File: src/hw/rtl/sss_pkg.sv
// ----------------------------------------------------------------------------
// sss_pkg
// shared types, register indexes and codes of the servo sweep and slew stepper
// ----------------------------------------------------------------------------
package sss_pkg;

    localparam int ANGLE_W     = 10;
    localparam int DEG_W       = 8;
    localparam int TICK_W      = 16;
    localparam int MODE_W      = 2;
    localparam int CFG_IDX_W   = 3;
    localparam int CFG_DATA_W  = 16;
    localparam int DIV_CNT_W   = 3;

    // configuration register indexes
    localparam logic [CFG_IDX_W-1:0] REG_MIN_ANGLE       = 3'd0;
    localparam logic [CFG_IDX_W-1:0] REG_MAX_ANGLE       = 3'd1;
    localparam logic [CFG_IDX_W-1:0] REG_SWEEP_STEP      = 3'd2;
    localparam logic [CFG_IDX_W-1:0] REG_SNAP_STEP       = 3'd3;
    localparam logic [CFG_IDX_W-1:0] REG_JITTER_MIN_STEP = 3'd4;
    localparam logic [CFG_IDX_W-1:0] REG_JITTER_MAX_STEP = 3'd5;
    localparam logic [CFG_IDX_W-1:0] REG_STEP_INTERVAL   = 3'd6;
    localparam logic [CFG_IDX_W-1:0] REG_MOTION_MODE     = 3'd7;

    // motion modes (code 3 acts as jitter sweep)
    localparam logic [MODE_W-1:0] MODE_TARGET = 2'd0;
    localparam logic [MODE_W-1:0] MODE_SWEEP  = 2'd1;
    localparam logic [MODE_W-1:0] MODE_JITTER = 2'd2;

    // input operation codes
    localparam logic OP_TICK   = 1'b0;
    localparam logic OP_TARGET = 1'b1;

    // controller to datapath
    typedef struct packed {
        logic load_target;
        logic load_draw;
        logic count;
        logic div_start;
        logic div_step;
        logic do_step;
    } sss_cmd_t;

    // datapath to controller
    typedef struct packed {
        logic elapsed;
        logic need_div;
        logic div_last;
        logic has_result;
        logic out_busy;
    } sss_sts_t;

endpackage

File: src/hw/rtl/sss_item_if.sv
// ----------------------------------------------------------------------------
// sss_item_if
// input channel: tick or target write transactions
// ----------------------------------------------------------------------------
interface sss_item_if;
    import sss_pkg::*;

    logic             valid;
    logic             ready;
    logic             op;
    logic [DEG_W-1:0] new_target;
    logic [DEG_W-1:0] random_draw;

    modport source (output valid, output op, output new_target, output random_draw,
                    input ready);
    modport sink (input valid, input op, input new_target, input random_draw,
                  output ready);

endinterface

File: src/hw/rtl/sss_result_if.sv
// ----------------------------------------------------------------------------
// sss_result_if
// output channel: commanded servo angle after a step
// ----------------------------------------------------------------------------
interface sss_result_if;
    import sss_pkg::*;

    logic                      valid;
    logic                      ready;
    logic signed [ANGLE_W-1:0] servo_angle;

    modport source (output valid, output servo_angle, input ready);
    modport sink (input valid, input servo_angle, output ready);

endinterface

File: src/hw/rtl/sss_cfg_if.sv
// ----------------------------------------------------------------------------
// sss_cfg_if
// configuration write channel: register index and write data
// ----------------------------------------------------------------------------
interface sss_cfg_if;
    import sss_pkg::*;

    logic                  valid;
    logic                  ready;
    logic [CFG_IDX_W-1:0]  index;
    logic [CFG_DATA_W-1:0] data;

    modport source (output valid, output index, output data, input ready);
    modport sink (input valid, input index, input data, output ready);

endinterface

File: src/hw/rtl/sss_ctrl.sv
// ----------------------------------------------------------------------------
// sss_ctrl
// controller state machine: loads targets, sequences count, modulo and step per tick transaction
// ----------------------------------------------------------------------------
module sss_ctrl (
    input  logic              clk,
    input  logic              rst_n,
    input  logic              item_valid,
    input  logic              item_op,
    output logic              item_ready,
    input  sss_pkg::sss_sts_t sts,
    output sss_pkg::sss_cmd_t cmd
);
    import sss_pkg::*;

    localparam logic [1:0] S_IDLE  = 2'd0;
    localparam logic [1:0] S_COUNT = 2'd1;
    localparam logic [1:0] S_DIV   = 2'd2;
    localparam logic [1:0] S_STEP  = 2'd3;

    logic [1:0] state_reg;
    logic [1:0] state_next;
    logic       accept;

    assign item_ready = (state_reg == S_IDLE);
    assign accept     = item_valid && item_ready;

    always_comb
    begin
        state_next = state_reg;
        cmd        = '0;
        unique case (state_reg)
            S_IDLE:
            begin
                if (accept)
                begin
                    if (item_op == OP_TARGET)
                    begin
                        cmd.load_target = 1'b1;
                    end
                    else
                    begin
                        cmd.load_draw = 1'b1;
                        state_next    = S_COUNT;
                    end
                end
            end
            S_COUNT:
            begin
                cmd.count = 1'b1;
                if (!sts.elapsed)
                begin
                    state_next = S_IDLE;
                end
                else if (sts.need_div)
                begin
                    cmd.div_start = 1'b1;
                    state_next    = S_DIV;
                end
                else
                begin
                    state_next = S_STEP;
                end
            end
            S_DIV:
            begin
                cmd.div_step = 1'b1;
                if (sts.div_last)
                begin
                    state_next = S_STEP;
                end
            end
            S_STEP:
            begin
                if (!sts.has_result)
                begin
                    state_next = S_IDLE;
                end
                else if (!sts.out_busy)
                begin
                    cmd.do_step = 1'b1;
                    state_next  = S_IDLE;
                end
            end
            default:
            begin
                state_next = S_IDLE;
            end
        endcase
    end

    always_ff @(posedge clk or negedge rst_n)
    begin
        if (!rst_n)
        begin
            state_reg <= S_IDLE;
        end
        else
        begin
            state_reg <= state_next;
        end
    end

endmodule

File: src/hw/rtl/sss_dp.sv
// ----------------------------------------------------------------------------
// sss_dp
// datapath: configuration, motion state, bit-serial modulo and angle update
// ----------------------------------------------------------------------------
module sss_dp (
    input  logic                               clk,
    input  logic                               rst_n,
    input  logic                               cfg_valid,
    input  logic [sss_pkg::CFG_IDX_W-1:0]      cfg_index,
    input  logic [sss_pkg::CFG_DATA_W-1:0]     cfg_data,
    input  logic [sss_pkg::DEG_W-1:0]          new_target,
    input  logic [sss_pkg::DEG_W-1:0]          random_draw,
    input  logic                               result_ready,
    output logic                               result_valid,
    output logic signed [sss_pkg::ANGLE_W-1:0] servo_angle,
    input  sss_pkg::sss_cmd_t                  cmd,
    output sss_pkg::sss_sts_t                  sts
);
    import sss_pkg::*;

    // configuration
    logic [DEG_W-1:0]  min_angle_reg;
    logic [DEG_W-1:0]  max_angle_reg;
    logic [DEG_W-1:0]  sweep_step_reg;
    logic [DEG_W-1:0]  snap_step_reg;
    logic [DEG_W-1:0]  jit_min_reg;
    logic [DEG_W-1:0]  jit_max_reg;
    logic [TICK_W-1:0] interval_reg;
    logic [MODE_W-1:0] mode_reg;

    // motion state
    logic signed [ANGLE_W-1:0] angle_reg;
    logic                      up_reg;
    logic [TICK_W-1:0]         tick_reg;
    logic [DEG_W-1:0]          target_reg;
    logic [DEG_W-1:0]          draw_reg;

    // modulo unit
    logic [DEG_W:0]         rem_reg;
    logic [DEG_W-1:0]       shift_reg;
    logic [DIV_CNT_W-1:0]   div_cnt_reg;
    logic [DEG_W:0]         span;
    logic [DEG_W:0]         trial;
    logic                   jit_ok;

    // output register
    logic                      out_valid_reg;
    logic signed [ANGLE_W-1:0] out_angle_reg;

    // step logic
    logic [TICK_W-1:0]         tick_sat;
    logic signed [ANGLE_W:0]   cur_w;
    logic signed [ANGLE_W:0]   min_w;
    logic signed [ANGLE_W:0]   max_w;
    logic signed [ANGLE_W:0]   snap_w;
    logic signed [ANGLE_W:0]   diff;
    logic signed [ANGLE_W:0]   amount;
    logic signed [ANGLE_W:0]   inc;
    logic signed [ANGLE_W+1:0] sum;
    logic signed [ANGLE_W-1:0] angle_new;
    logic                      up_eff;
    logic                      is_target;

    // config writes
    always_ff @(posedge clk or negedge rst_n)
    begin
        if (!rst_n)
        begin
            min_angle_reg  <= 8'd0;
            max_angle_reg  <= 8'd180;
            sweep_step_reg <= 8'd1;
            snap_step_reg  <= 8'd1;
            jit_min_reg    <= 8'd1;
            jit_max_reg    <= 8'd4;
            interval_reg   <= 16'd20;
            mode_reg       <= MODE_TARGET;
        end
        else if (cfg_valid)
        begin
            unique case (cfg_index)
                REG_MIN_ANGLE:       min_angle_reg  <= cfg_data[DEG_W-1:0];
                REG_MAX_ANGLE:       max_angle_reg  <= cfg_data[DEG_W-1:0];
                REG_SWEEP_STEP:      sweep_step_reg <= cfg_data[DEG_W-1:0];
                REG_SNAP_STEP:       snap_step_reg  <= cfg_data[DEG_W-1:0];
                REG_JITTER_MIN_STEP: jit_min_reg    <= cfg_data[DEG_W-1:0];
                REG_JITTER_MAX_STEP: jit_max_reg    <= cfg_data[DEG_W-1:0];
                REG_STEP_INTERVAL:   interval_reg   <= cfg_data[TICK_W-1:0];
                REG_MOTION_MODE:     mode_reg       <= cfg_data[MODE_W-1:0];
                default:             ;
            endcase
        end
    end

    // tick counter, saturating
    assign tick_sat    = (tick_reg == {TICK_W{1'b1}}) ? tick_reg : tick_reg + 1'b1;
    assign sts.elapsed = (tick_sat > interval_reg);

    // jitter span and one restoring step per cycle
    assign jit_ok       = (jit_max_reg >= jit_min_reg);
    assign span         = {1'b0, jit_max_reg} - {1'b0, jit_min_reg} + 1'b1;
    assign trial        = {rem_reg[DEG_W-1:0], shift_reg[DEG_W-1]};
    assign sts.need_div = mode_reg[1] && jit_ok;
    assign sts.div_last = (div_cnt_reg == {DIV_CNT_W{1'b1}});

    // step arithmetic
    assign is_target = (mode_reg == MODE_TARGET);
    assign cur_w     = {angle_reg[ANGLE_W-1], angle_reg};
    assign min_w     = $signed({3'b000, min_angle_reg});
    assign max_w     = $signed({3'b000, max_angle_reg});
    assign snap_w    = $signed({3'b000, snap_step_reg});
    assign diff      = $signed({3'b000, target_reg}) - cur_w;

    always_comb
    begin
        // lower bound check overrides the upper one
        if (cur_w <= min_w)
        begin
            up_eff = 1'b1;
        end
        else if (cur_w >= max_w)
        begin
            up_eff = 1'b0;
        end
        else
        begin
            up_eff = up_reg;
        end

        if (mode_reg == MODE_SWEEP)
        begin
            amount = $signed({3'b000, sweep_step_reg});
        end
        else if (jit_ok)
        begin
            amount = $signed({3'b000, jit_min_reg}) + $signed({3'b000, rem_reg[DEG_W-1:0]});
        end
        else
        begin
            amount = $signed({3'b000, jit_min_reg});
        end

        if (is_target)
        begin
            if (diff > snap_w)
            begin
                inc = snap_w;
            end
            else if (diff < -snap_w)
            begin
                inc = -snap_w;
            end
            else
            begin
                inc = diff;
            end
        end
        else
        begin
            inc = up_eff ? amount : -amount;
        end

        sum = {cur_w[ANGLE_W], cur_w} + {inc[ANGLE_W], inc};
        if (sum < -12'sd512)
        begin
            angle_new = -10'sd512;
        end
        else if (sum > 12'sd511)
        begin
            angle_new = 10'sd511;
        end
        else
        begin
            angle_new = sum[ANGLE_W-1:0];
        end
    end

    assign sts.has_result = !is_target || (diff != '0);
    assign sts.out_busy   = out_valid_reg && !result_ready;

    // motion state and modulo unit
    always_ff @(posedge clk or negedge rst_n)
    begin
        if (!rst_n)
        begin
            angle_reg   <= '0;
            up_reg      <= 1'b1;
            tick_reg    <= '0;
            target_reg  <= '0;
            div_cnt_reg <= '0;
        end
        else
        begin
            if (cmd.load_target)
            begin
                target_reg <= new_target;
            end
            if (cmd.count)
            begin
                tick_reg <= sts.elapsed ? '0 : tick_sat;
            end
            if (cmd.div_start)
            begin
                div_cnt_reg <= '0;
            end
            else if (cmd.div_step)
            begin
                div_cnt_reg <= div_cnt_reg + 1'b1;
            end
            if (cmd.do_step)
            begin
                angle_reg <= angle_new;
                if (!is_target)
                begin
                    up_reg <= up_eff;
                end
            end
        end
    end

    // payload registers
    always_ff @(posedge clk)
    begin
        if (cmd.load_draw)
        begin
            draw_reg <= random_draw;
        end
        if (cmd.div_start)
        begin
            rem_reg   <= '0;
            shift_reg <= draw_reg;
        end
        else if (cmd.div_step)
        begin
            rem_reg   <= (trial >= span) ? trial - span : trial;
            shift_reg <= {shift_reg[DEG_W-2:0], 1'b0};
        end
        if (cmd.do_step)
        begin
            out_angle_reg <= angle_new;
        end
    end

    // result holding register
    always_ff @(posedge clk or negedge rst_n)
    begin
        if (!rst_n)
        begin
            out_valid_reg <= 1'b0;
        end
        else if (cmd.do_step)
        begin
            out_valid_reg <= 1'b1;
        end
        else if (result_ready)
        begin
            out_valid_reg <= 1'b0;
        end
    end

    assign result_valid = out_valid_reg;
    assign servo_angle  = out_angle_reg;

endmodule

File: src/hw/rtl/servo_sweep_and_slew_stepper.sv
// ----------------------------------------------------------------------------
// servo_sweep_and_slew_stepper
// tick driven servo angle stepper with sweep, jitter sweep and target slew
// ----------------------------------------------------------------------------
// usage
//   item   : one transaction per millisecond tick (op 0) or target write (op 1)
//   result : the new servo angle, one transaction per step taken
//   cfg    : register writes, always ready; the user must write only while the
//            block is idle, which the block itself never enforces
// sequence per item
//   target write      : accept and load, no result
//   tick              : accept, counter update, any due step to the result register
//   jitter step       : the bit-serial modulo (8 steps) runs before the step
//   the next item is taken while a finished result still waits
// reset
//   config takes its documented reset values, angle 0, direction up,
//   tick counter 0, target 0, no result pending
// stall
//   a step waits in the controller until the result register is free;
//   items are not accepted during that wait
// ----------------------------------------------------------------------------
module servo_sweep_and_slew_stepper (
    input  logic         clk,
    input  logic         rst_n,
    sss_item_if.sink     item,
    sss_result_if.source result,
    sss_cfg_if.sink      cfg
);
    import sss_pkg::*;

    sss_cmd_t cmd;
    sss_sts_t sts;

    // config port never stalls
    assign cfg.ready = 1'b1;

    // controller: sequences each accepted transaction
    sss_ctrl u_ctrl (
        .clk        (clk),
        .rst_n      (rst_n),
        .item_valid (item.valid),
        .item_op    (item.op),
        .item_ready (item.ready),
        .sts        (sts),
        .cmd        (cmd)
    );

    // datapath: registers, modulo unit and output register
    sss_dp u_dp (
        .clk          (clk),
        .rst_n        (rst_n),
        .cfg_valid    (cfg.valid),
        .cfg_index    (cfg.index),
        .cfg_data     (cfg.data),
        .new_target   (item.new_target),
        .random_draw  (item.random_draw),
        .result_ready (result.ready),
        .result_valid (result.valid),
        .servo_angle  (result.servo_angle),
        .cmd          (cmd),
        .sts          (sts)
    );

endmodule

File: src/flat_wrapper.sv
// flat-port wrapper written by rule: the top's interface ports become plain ports
module servo_sweep_and_slew_stepper_flat import sss_pkg::*;
  (clk, rst_n, item_valid, item_op, item_new_target, item_random_draw, item_ready, result_valid, result_servo_angle, result_ready, cfg_valid, cfg_index, cfg_data, cfg_ready);
  sss_item_if item_i ();
  sss_result_if result_i ();
  sss_cfg_if cfg_i ();
  input  logic clk;
  input  logic rst_n;
  input wire logic [$bits(item_i.valid)-1:0] item_valid;
  input wire logic [$bits(item_i.op)-1:0] item_op;
  input wire logic [$bits(item_i.new_target)-1:0] item_new_target;
  input wire logic [$bits(item_i.random_draw)-1:0] item_random_draw;
  output wire logic [$bits(item_i.ready)-1:0] item_ready;
  output wire logic [$bits(result_i.valid)-1:0] result_valid;
  output wire logic [$bits(result_i.servo_angle)-1:0] result_servo_angle;
  input wire logic [$bits(result_i.ready)-1:0] result_ready;
  input wire logic [$bits(cfg_i.valid)-1:0] cfg_valid;
  input wire logic [$bits(cfg_i.index)-1:0] cfg_index;
  input wire logic [$bits(cfg_i.data)-1:0] cfg_data;
  output wire logic [$bits(cfg_i.ready)-1:0] cfg_ready;
  assign item_i.valid = item_valid;
  assign item_i.op = item_op;
  assign item_i.new_target = item_new_target;
  assign item_i.random_draw = item_random_draw;
  assign item_ready = item_i.ready;
  assign result_valid = result_i.valid;
  assign result_servo_angle = result_i.servo_angle;
  assign result_i.ready = result_ready;
  assign cfg_i.valid = cfg_valid;
  assign cfg_i.index = cfg_index;
  assign cfg_i.data = cfg_data;
  assign cfg_ready = cfg_i.ready;
  servo_sweep_and_slew_stepper u_core (.clk(clk), .rst_n(rst_n), .item(item_i), .result(result_i), .cfg(cfg_i));
endmodule
File: config.mk
export PLATFORM = sky130hd
export DESIGN_NAME = servo_sweep_and_slew_stepper_flat
export DESIGN_NICKNAME = d
export VERILOG_FILES = /design/src/hw/rtl/sss_pkg.sv /design/src/hw/rtl/sss_item_if.sv /design/src/hw/rtl/sss_result_if.sv /design/src/hw/rtl/sss_cfg_if.sv /design/src/hw/rtl/sss_ctrl.sv /design/src/hw/rtl/sss_dp.sv /design/src/hw/rtl/servo_sweep_and_slew_stepper.sv /design/src/flat_wrapper.sv
export SDC_FILE = /design/constraint.sdc
export NUM_CORES = 1
export LEC_CHECK = 0
export ABC_CLOCK_PERIOD_IN_PS = 8400
export BUFFER_PORTS_ARGS = -buffer_cell sky130_fd_sc_hd__buf_2
export CORE_UTILIZATION = 63
export CTS_CLUSTER_SIZE = 24
export DETAILED_ROUTE_END_ITERATION = 8
export PLACE_DENSITY = 0.93
export SYNTH_ARGS = -nofsm -noshare
export SYNTH_HDL_FRONTEND = slang
export SYNTH_HIERARCHICAL = 1
export SYNTH_SLANG_ARGS = --single-unit
File: constraint.sdc
create_clock -name clk -period 8.4 [get_ports clk]
set_input_delay 0.84 -clock clk [delete_from_list [all_inputs] [get_ports clk]]
set_output_delay 0.84 -clock clk [all_outputs]
set_load 0.005 [all_outputs]
==> impl_results.md, run 1 <==
- Max Root-Sink Buffers: 2
- I/O pins: 54
- Async set-or-reset flop fraction in the synthesized netlist: 0.759
- Hold buffer count at CTS: 0
- Wire per inst: 18.8 µm
- GPL Wtd Cong: 0.946
- Syn Nets: 1233
- IO buf count: 52
- Fillers: 1101
- Max Cap Viol: 0
- Detailed-placement wirelength estimate: 18300 µm
- Multi-input combinational cell area: 6120 µm²
- Drt first pass iters: 5
- Placeable Area: 15900 µm²
- Antenna viol nets, final: 0
- Max stage delay on crit path: 0.58 ns
- CTS tree: yes
- Worst Path Arrival: 7.61 ns
- Seq/Total Area, Yosys: 0.354
- Clk Latency, worst-skew pair: 0.43 ns
- Die width: 130 µm
- Final setup TNS: 0 ns
- Hold crit path type: in -> async
- Status: finished, final reports clean
- Share of cells above drive strength 1: 0.165
- CP startpoint kind: flop
- Max-slew headroom: 0.177
- Count leader, synth: ha_1
- Die H: 130 µm
- Slew Viols, Final: 0
- Routed wire length: 25400 µm
- Reg2Reg Setup Slack: 1.06 ns
- Row count: 46
- Syn_area_per_cell: 9.53 µm²
- FMAX: 136 MHz
- RSZ-0062 raised after global routing: false
- Crit path top cell by count: ha_1
- Post-synthesis register bit count: 141
- DRC Markers: 0
- # resized after CTS: 0
- Cts bufs inserted: 17
- Prevailing post-synth register cell: dfrtp_1
- Largest net degree at the start of global routing: 80
- Netlist area before placement: 10300 µm²
- Clock root buffer: clkbuf_16
- Worst Max-Slew Pin Slew: 1.23 ns
- Slowest CP cell: a211oi_2
- Post-layout min period: 7.34 ns
- Req. time, crit path: 8.68 ns
- Area Growth Syn to Fin: 10.2%
- Post-CTS Setup Inserts: 0
- GR Overflow Total: 0
- Yosys top cell by area: dfrtp_1
- Worst setup EP type: flop
- Area share of the largest cell type after synthesis: 0.234
- Vias/cell: 6.36
- Number of synthesized flops with an enable pin: 26
- Final Hold Fails: 0
- Critical path type: reg -> reg
- DRT iter0 DRCs: 769
- Final nets: 1279
- Vias in the first global route: 8470
- First-pass GRT wire length: 41300 µm
- Via count: 8603
- Syn. warnings: 6
- Synth cell types: 91
- Tcrit/Tclk final: 0.873
- Tot GR Track Use: 0.319
- Synth top cells by count: ha_1, inv_1, dfrtp_1
- Final setup vio count: 0
- TritonCTS Sinks: 141
- Reg clk slew, reported paths: 0.06 ns
- # H-tree levels: 4
- Critical-path maximum fanout: 10
- Die ar.: 16800 µm²
- Synth Instances: 1077
- Fin Clk Skew: 0.0115 ns
- Register area: 3630 µm²
- Synth area leaders: dfrtp_1, ha_1, edfxtp_1
- Antenna violations before repair: 1
- Initial Utilization: 0.646
[metrics by stage]
step                 util  hold WS, ns  instances  area, µm²  setup slack, ns
floorplan               -        0.479       1077      10300             2.28
detailed placement  0.674        0.494       1320      10700             1.35
global route        0.711        0.347       1352      11300            0.559
global placement    0.674        0.487       1320      10700             1.68
finish              0.711        0.340       1353      11300             1.06
CTS                 0.711        0.335       1352      11300             1.23
[cell type report]
class / count / share of cell area
diodes: 1 / 0.000221
repair buffers: 58 / 0.0272
well taps: 216 / 0.0239
inverters: 99 / 0.0329
flip-flops and latches: 141 / 0.321
clock buffers: 22 / 0.0431
multi-input cells: 806 / 0.542
clock inverters: 10 / 0.00963
[cell families (layout without fill, tap and decap cells)]
group,count (synthesis),in the layout,share of synthesized area
and+or+nand+nor,306,306,0.149
AOI/OAI and AO/OA,256,256,0.173
DFF,141,141,0.354
buffers and inverters,130,189,0.0495
adders and majority gates,115,115,0.146
muxes,80,80,0.0866
xor gates and xnor gates,48,48,0.0410
other,1,2,0.000366
[final timing paths]
kind	endpoint	startpoint	depth (start not counted)
setup / recovery	u_core/u_dp/angle_reg[0]	u_core/u_dp/angle_reg[1]	27
hold / removal	u_core/u_dp/jit_max_reg[5]	rst_n	1
hold reg to reg	u_core/u_dp/sweep_step_reg[4]	u_core/u_dp/sweep_step_reg[4]	1
max in group asynchronous	u_core/u_dp/target_reg[0]	rst_n	2
min in group clk	u_core/u_dp/sweep_step_reg[4]	u_core/u_dp/sweep_step_reg[4]	1
setup reg to reg	u_core/u_dp/angle_reg[0]	u_core/u_dp/angle_reg[1]	27
[routing by layer]
metal  vias up  part of all wire  track usage
met2       368              0.48        0.529
met5         -                 0            0
met4         0             0.040        0.163
li1       3994                 -            -
met1      4161              0.41        0.393
met3        80             0.070       0.0665
[critical path: cells and delay by family (launching register included)]
family                     cells  cell delay, ns
AOI/OAI and AO/OA             14            3.66
adders and majority gates      4            1.29
buffers and inverters          1            0.11
DFF                            1            0.52
and+or+nand+nor                8            1.59
[cells in the final DEF, fill, tap and decap left out, drive strengths merged, types with 5 or more instances in the layout]
| master | count |
|---|---|
| clkbuf | 22 |
| nor2b | 13 |
| or3 | 6 |
| nand4 | 19 |
| clkinv | 8 |
| nand2b | 14 |
| a31oi | 9 |
| dfrtp | 96 |
| buf | 58 |
| o22ai | 28 |
| o21ai | 62 |
| a21o | 15 |
| dfxtp | 8 |
| nor3 | 27 |
| o31ai | 9 |
| ha | 107 |
| nor3b | 7 |
| xnor2 | 31 |
| o211a | 5 |
| nand2 | 79 |
| fa | 8 |
| nand3 | 18 |
| nor2 | 81 |
| dfstp | 11 |
| a21oi | 38 |
| mux2 | 60 |
| mux2i | 19 |
| and3 | 8 |
| edfxtp | 26 |
| xor2 | 17 |
| and2 | 7 |
| o211ai | 10 |
| o21a | 11 |
| a211oi | 15 |
| inv | 99 |
| o21bai | 9 |
| nor4 | 5 |
| or2 | 10 |
Power of run 1 is left out: the tool's default activity adds up to more than one toggle a clock period on the data nets, which glitch-free logic cannot reach.
==> run 2, diff against run 1 <==
--- a/config.mk
+++ b/config.mk
@@ -5,12 +5,11 @@
 export SDC_FILE = /design/constraint.sdc
 export NUM_CORES = 1
 export LEC_CHECK = 0
-export ABC_CLOCK_PERIOD_IN_PS = 8400
 export BUFFER_PORTS_ARGS = -buffer_cell sky130_fd_sc_hd__buf_2
 export CORE_UTILIZATION = 63
 export CTS_CLUSTER_SIZE = 24
 export DETAILED_ROUTE_END_ITERATION = 8
-export PLACE_DENSITY = 0.93
+export PLACE_DENSITY = 0.88
 export SYNTH_ARGS = -nofsm -noshare
 export SYNTH_HDL_FRONTEND = slang
 export SYNTH_HIERARCHICAL = 1
==> impl_results.md, run 2 (synthesis gave the netlist of run 1 again) <==
- Worst Max-Slew Pin Slew: 1.26 ns
- Vias in the first global route: 8227
- CTS tree: yes
- Wire per inst: 18.3 µm
- Ant. Diodes: 0
- Row count: 46
- Die width: 130 µm
- Drt first pass iters: 6
- Routed wire length: 24800 µm
- Clk Latency, worst-skew pair: 0.42 ns
- FMAX: 138 MHz
- Detailed-placement wirelength estimate: 18100 µm
- # resized after CTS: 0
- Status: finished, final reports clean
- Largest net degree at the start of global routing: 63
- Max-slew headroom: 0.155
- Hold buffer count at CTS: 0
- Req. time, crit path: 8.68 ns
- Final nets: 1279
- DRT iter0 DRCs: 745
- Final Hold Fails: 0
- IO buf count: 52
- Post-CTS Setup Inserts: 0
- GPL Wtd Cong: 0.918
- I/O pins: 54
- # H-tree levels: 4
- Final setup TNS: 0 ns
- Max Root-Sink Buffers: 2
- Critical path type: reg -> reg
- Worst setup EP type: flop
- Antenna viol nets, final: 0
- Post-layout min period: 7.24 ns
- Share of cells above drive strength 1: 0.165
- Final setup vio count: 0
- CP startpoint kind: flop
- RSZ-0062 raised after global routing: false
- Commonest cells after routing, fill and taps aside: ha_1, inv_1, dfrtp_1, nor2_1, nand2_1
- Placeable Area: 15900 µm²
- Die H: 130 µm
- DRC Markers: 0
- Area Growth Syn to Fin: 10.5%
- Reg clk slew, reported paths: 0.06 ns
- Multi-input combinational cell area: 6120 µm²
- GR Overflow Total: 0
- Cts bufs inserted: 17
- Tcrit/Tclk final: 0.862
- TritonCTS Sinks: 141
- Slew Viols, Final: 0
- Tot GR Track Use: 0.311
- Fin Clk Skew: 0.00908 ns
- Die ar.: 16800 µm²
- Max Cap Viol: 0
- Register area: 3630 µm²
- Initial Utilization: 0.646
- Critical-path maximum fanout: 10
- Most common cell after layout, fill and taps aside: ha_1
- Fillers: 1130
- Worst Path Arrival: 7.52 ns
- Clock root buffer: clkbuf_16
- Via count: 8446
- Hold crit path type: in -> async
- Vias/cell: 6.25
- First-pass GRT wire length: 40200 µm
- Antenna violations before repair: 0
-- run 2: cell types whose count changed in the layout (fill, tap and decap cells not counted) --
cell       delta
diode_2       -1
clkbuf_1      -1
clkinv_1      +2
clkbuf_16     -2
inv_6         +1
clkinv_4      -1
inv_4         -1
bufinv_16     +3
clkinv_2      -1
-- run 2: worst paths after layout --
check / from / end / depth (start not counted) / slack (ns)
max in group asynchronous: rst_n / u_core/u_ctrl/state_reg[0] / 2 / 6.77
max: u_core/u_dp/angle_reg[1] / u_core/u_dp/angle_reg[2] / 27 / 1.16
min in group clk: u_core/u_dp/interval_reg[11] / u_core/u_dp/interval_reg[11] / 1 / 0.50
min reg2reg: u_core/u_dp/interval_reg[11] / u_core/u_dp/interval_reg[11] / 1 / 0.50
max reg2reg: u_core/u_dp/angle_reg[1] / u_core/u_dp/angle_reg[2] / 27 / 1.16
min: rst_n / u_core/u_dp/snap_step_reg[7] / 1 / 0.43
-- run 2: critical path, cell delays in order, from the launching register on --
cell and delay (ns):
dfrtp_1 0.49, inv_1 0.12, ha_1 0.30, nor2b_1 0.15, o2111ai_2 0.19, a41oi_2 0.22
o21a_1 0.23, nor3_1 0.23, nor2_1 0.13, ha_1 0.30, nand2_1 0.09, nor3_1 0.33
o21bai_1 0.20, o31ai_1 0.19, o31ai_2 0.55, nor2_2 0.17, o211ai_1 0.19, o211ai_1 0.12
ha_1 0.26, fa_1 0.40, a21o_1 0.20, a21oi_1 0.29, o211a_1 0.23, nor4_1 0.07
o31a_1 0.32, a211oi_2 0.57, nand2b_1 0.42, o22ai_1 0.13
-- run 2: cell type report --
type,count,area share
flip-flops and latches,141,0.321
repair buffers,58,0.0272
clock inverters,13,0.0172
inverters,99,0.0328
well taps,216,0.0239
multi-input cells,806,0.540
clock buffers,19,0.0382
-- run 2: stage by stage --
stage / utilization / cells / cell area [µm²] / hold WS [ns] / setup slack (ns)
CTS: 0.713 / 1352 / 11300 / 0.451 / 1.21
global route: 0.713 / 1352 / 11300 / 0.469 / 0.669
floorplan: - / 1077 / 10300 / 0.479 / 2.28
detailed placement: 0.674 / 1320 / 10700 / 0.494 / 1.27
global placement: 0.674 / 1320 / 10700 / 0.488 / 1.65
finish: 0.713 / 1352 / 11300 / 0.432 / 1.16
-- run 2: metal layers --
layer / track usage / up-vias / wire length (µm)
li1: - / 3991 / -
met1: 0.388 / 4033 / 10400
met2: 0.517 / 352 / 11900
met3: 0.0665 / 70 / 1560
met4: 0.139 / 0 / 885
met5: 0 / - / 0
Power of run 2 is left out for the same reason.
==> run 3, diff against run 2 <==
--- a/config.mk
+++ b/config.mk
@@ -10,6 +10,7 @@
 export CTS_CLUSTER_SIZE = 24
 export DETAILED_ROUTE_END_ITERATION = 8
 export PLACE_DENSITY = 0.88
+export REMOVE_ABC_BUFFERS = 1
 export SYNTH_ARGS = -nofsm -noshare
 export SYNTH_HDL_FRONTEND = slang
 export SYNTH_HIERARCHICAL = 1
==> impl_results.md, run 3 (synthesis gave the netlist of run 1 again) <==
- Placeable Area: 15900 µm²
- Max Cap Viol: 0
- Initial Utilization: 0.646
- Multi-input combinational cell area: 6120 µm²
- Die ar.: 16800 µm²
- Worst setup EP type: flop
- Slew Viols, Final: 0
- Slowest CP cell: o41ai_4
- Crit path top cell by count: ha_1
- CP startpoint kind: flop
- Critical path type: reg -> reg
- RSZ-0062 raised after global routing: false
- Reg2Reg Setup Slack: 1.11 ns
- Antenna viol nets, final: 0
- Tcrit/Tclk final: 0.868
- Clk Latency, worst-skew pair: 0.43 ns
- Largest net degree at the start of global routing: 66
- Routed wire length: 26100 µm
- Final Hold Fails: 0
- GR Overflow Total: 0
- IO buf count: 52
- Fillers: 1170
- WP buf/inv: 1
- Vias in the first global route: 8505
- Most common cell after layout, fill and taps aside: ha_1
- Area Growth Syn to Fin: 10.4%
- # resized after CTS: 0
- Ant. Diodes: 0
- Delay-heaviest family, CP: compound AO/OA/AOI/OAI gates
- Die width: 130 µm
- Vias/cell: 6.33
- GPL Wtd Cong: 0.959
- DRC Markers: 0
- Via count: 8563
- Reg clk slew, reported paths: 0.07 ns
- Tot GR Track Use: 0.330
- Post-CTS Setup Inserts: 0
- Post-layout min period: 7.29 ns
- Max-slew headroom: 0.206
- Drt first pass iters: 7
- Fin Clk Skew: 0.0154 ns
- Status: finished, final reports clean
- Hold crit path type: in -> async
- RR Endpoint: u_core/u_dp/angle_reg[4]
- FMAX: 137 MHz
- Register area: 3630 µm²
- Worst Max-Slew Pin Slew: 1.18 ns
- First-pass GRT wire length: 42300 µm
- Req. time, crit path: 8.68 ns
- Reg-to-Reg Start: u_core/u_dp/angle_reg[1]
- Final setup vio count: 0
- I/O pins: 54
- Max stage delay on crit path: 0.56 ns
- DRT iter0 DRCs: 869
- # H-tree levels: 4
- Final setup TNS: 0 ns
- Row count: 46
- CTS tree: yes
- Detailed-placement wirelength estimate: 18900 µm
- TritonCTS Sinks: 141
- Final nets: 1280
- Commonest cells after routing, fill and taps aside: ha_1, inv_1, dfrtp_1, nor2_1, nand2_1
- Cts bufs inserted: 17
- Max Root-Sink Buffers: 2
- Share of cells above drive strength 1: 0.167
- Worst Path Arrival: 7.57 ns
- Wire per inst: 19.3 µm
- Clock root buffer: clkbuf_16
- Hold buffer count at CTS: 0
- Die H: 130 µm
- Worst reg2reg path depth: 27
- Antenna violations before repair: 1
- Critical-path maximum fanout: 10
==> run 3: cell count changes in the layout (fill, tap and decap cells not counted), sizes merged <==
cell      previous run  this run
clkinvlp             0         2
clkbuf              19        22
bufinv               5         3
clkinv               8         5
buf                 58        59
==> run 3: how the worst max path moves through the flow <==
stage | start | end | slack, ns | cells after the start
5_1_grt | u_core/u_dp/angle_reg[1] | u_core/u_dp/angle_reg[4] | 0.48 | 27
3_5_place_dp | u_core/u_dp/angle_reg[1] | u_core/u_dp/angle_reg[5] | 1.32 | 27
6_report | u_core/u_dp/angle_reg[1] | u_core/u_dp/angle_reg[4] | 1.11 | 27
2_1_floorplan | u_core/u_dp/angle_reg[1] | u_core/u_dp/angle_reg[0] | 2.26 | 27
3_3_place_gp | u_core/u_dp/angle_reg[1] | u_core/u_dp/angle_reg[6] | 1.47 | 24
4_1_cts | u_core/u_dp/angle_reg[1] | u_core/u_dp/angle_reg[5] | 1.23 | 27
==> run 3: metrics by stage <==
stage	cells	setup slack, ns	area (µm²)	utilization	hold slack, ns
2_1_floorplan	1046	2.26	10100	-	0.480
3_5_place_dp	1321	1.32	10700	0.674	0.494
4_1_cts	1353	1.23	11300	0.713	0.420
3_3_place_gp	1321	1.47	10700	0.674	0.489
5_1_grt	1353	0.484	11300	0.713	0.454
6_report	1353	1.11	11300	0.713	0.413
==> run 3: final cells by class <==
type                            count  area share
Multi-Input combinational cell    806       0.541
Sequential cell                   141       0.321
Clock buffer                       22      0.0419
Inverter                           99      0.0328
Timing Repair Buffer               59      0.0278
Tap cell                          216      0.0239
Clock inverter                     10      0.0122
==> run 3: routing by layer <==
layer	vias up	routed length, µm	global-route usage	share of wire
li1	3999	-	-	-
met1	4109	10700	0.406	0.41
met2	377	13000	0.571	0.50
met3	78	1740	0.0648	0.066
met4	0	772	0.127	0.030
met5	-	0	0	0
Power of run 3 is left out for the same reason.
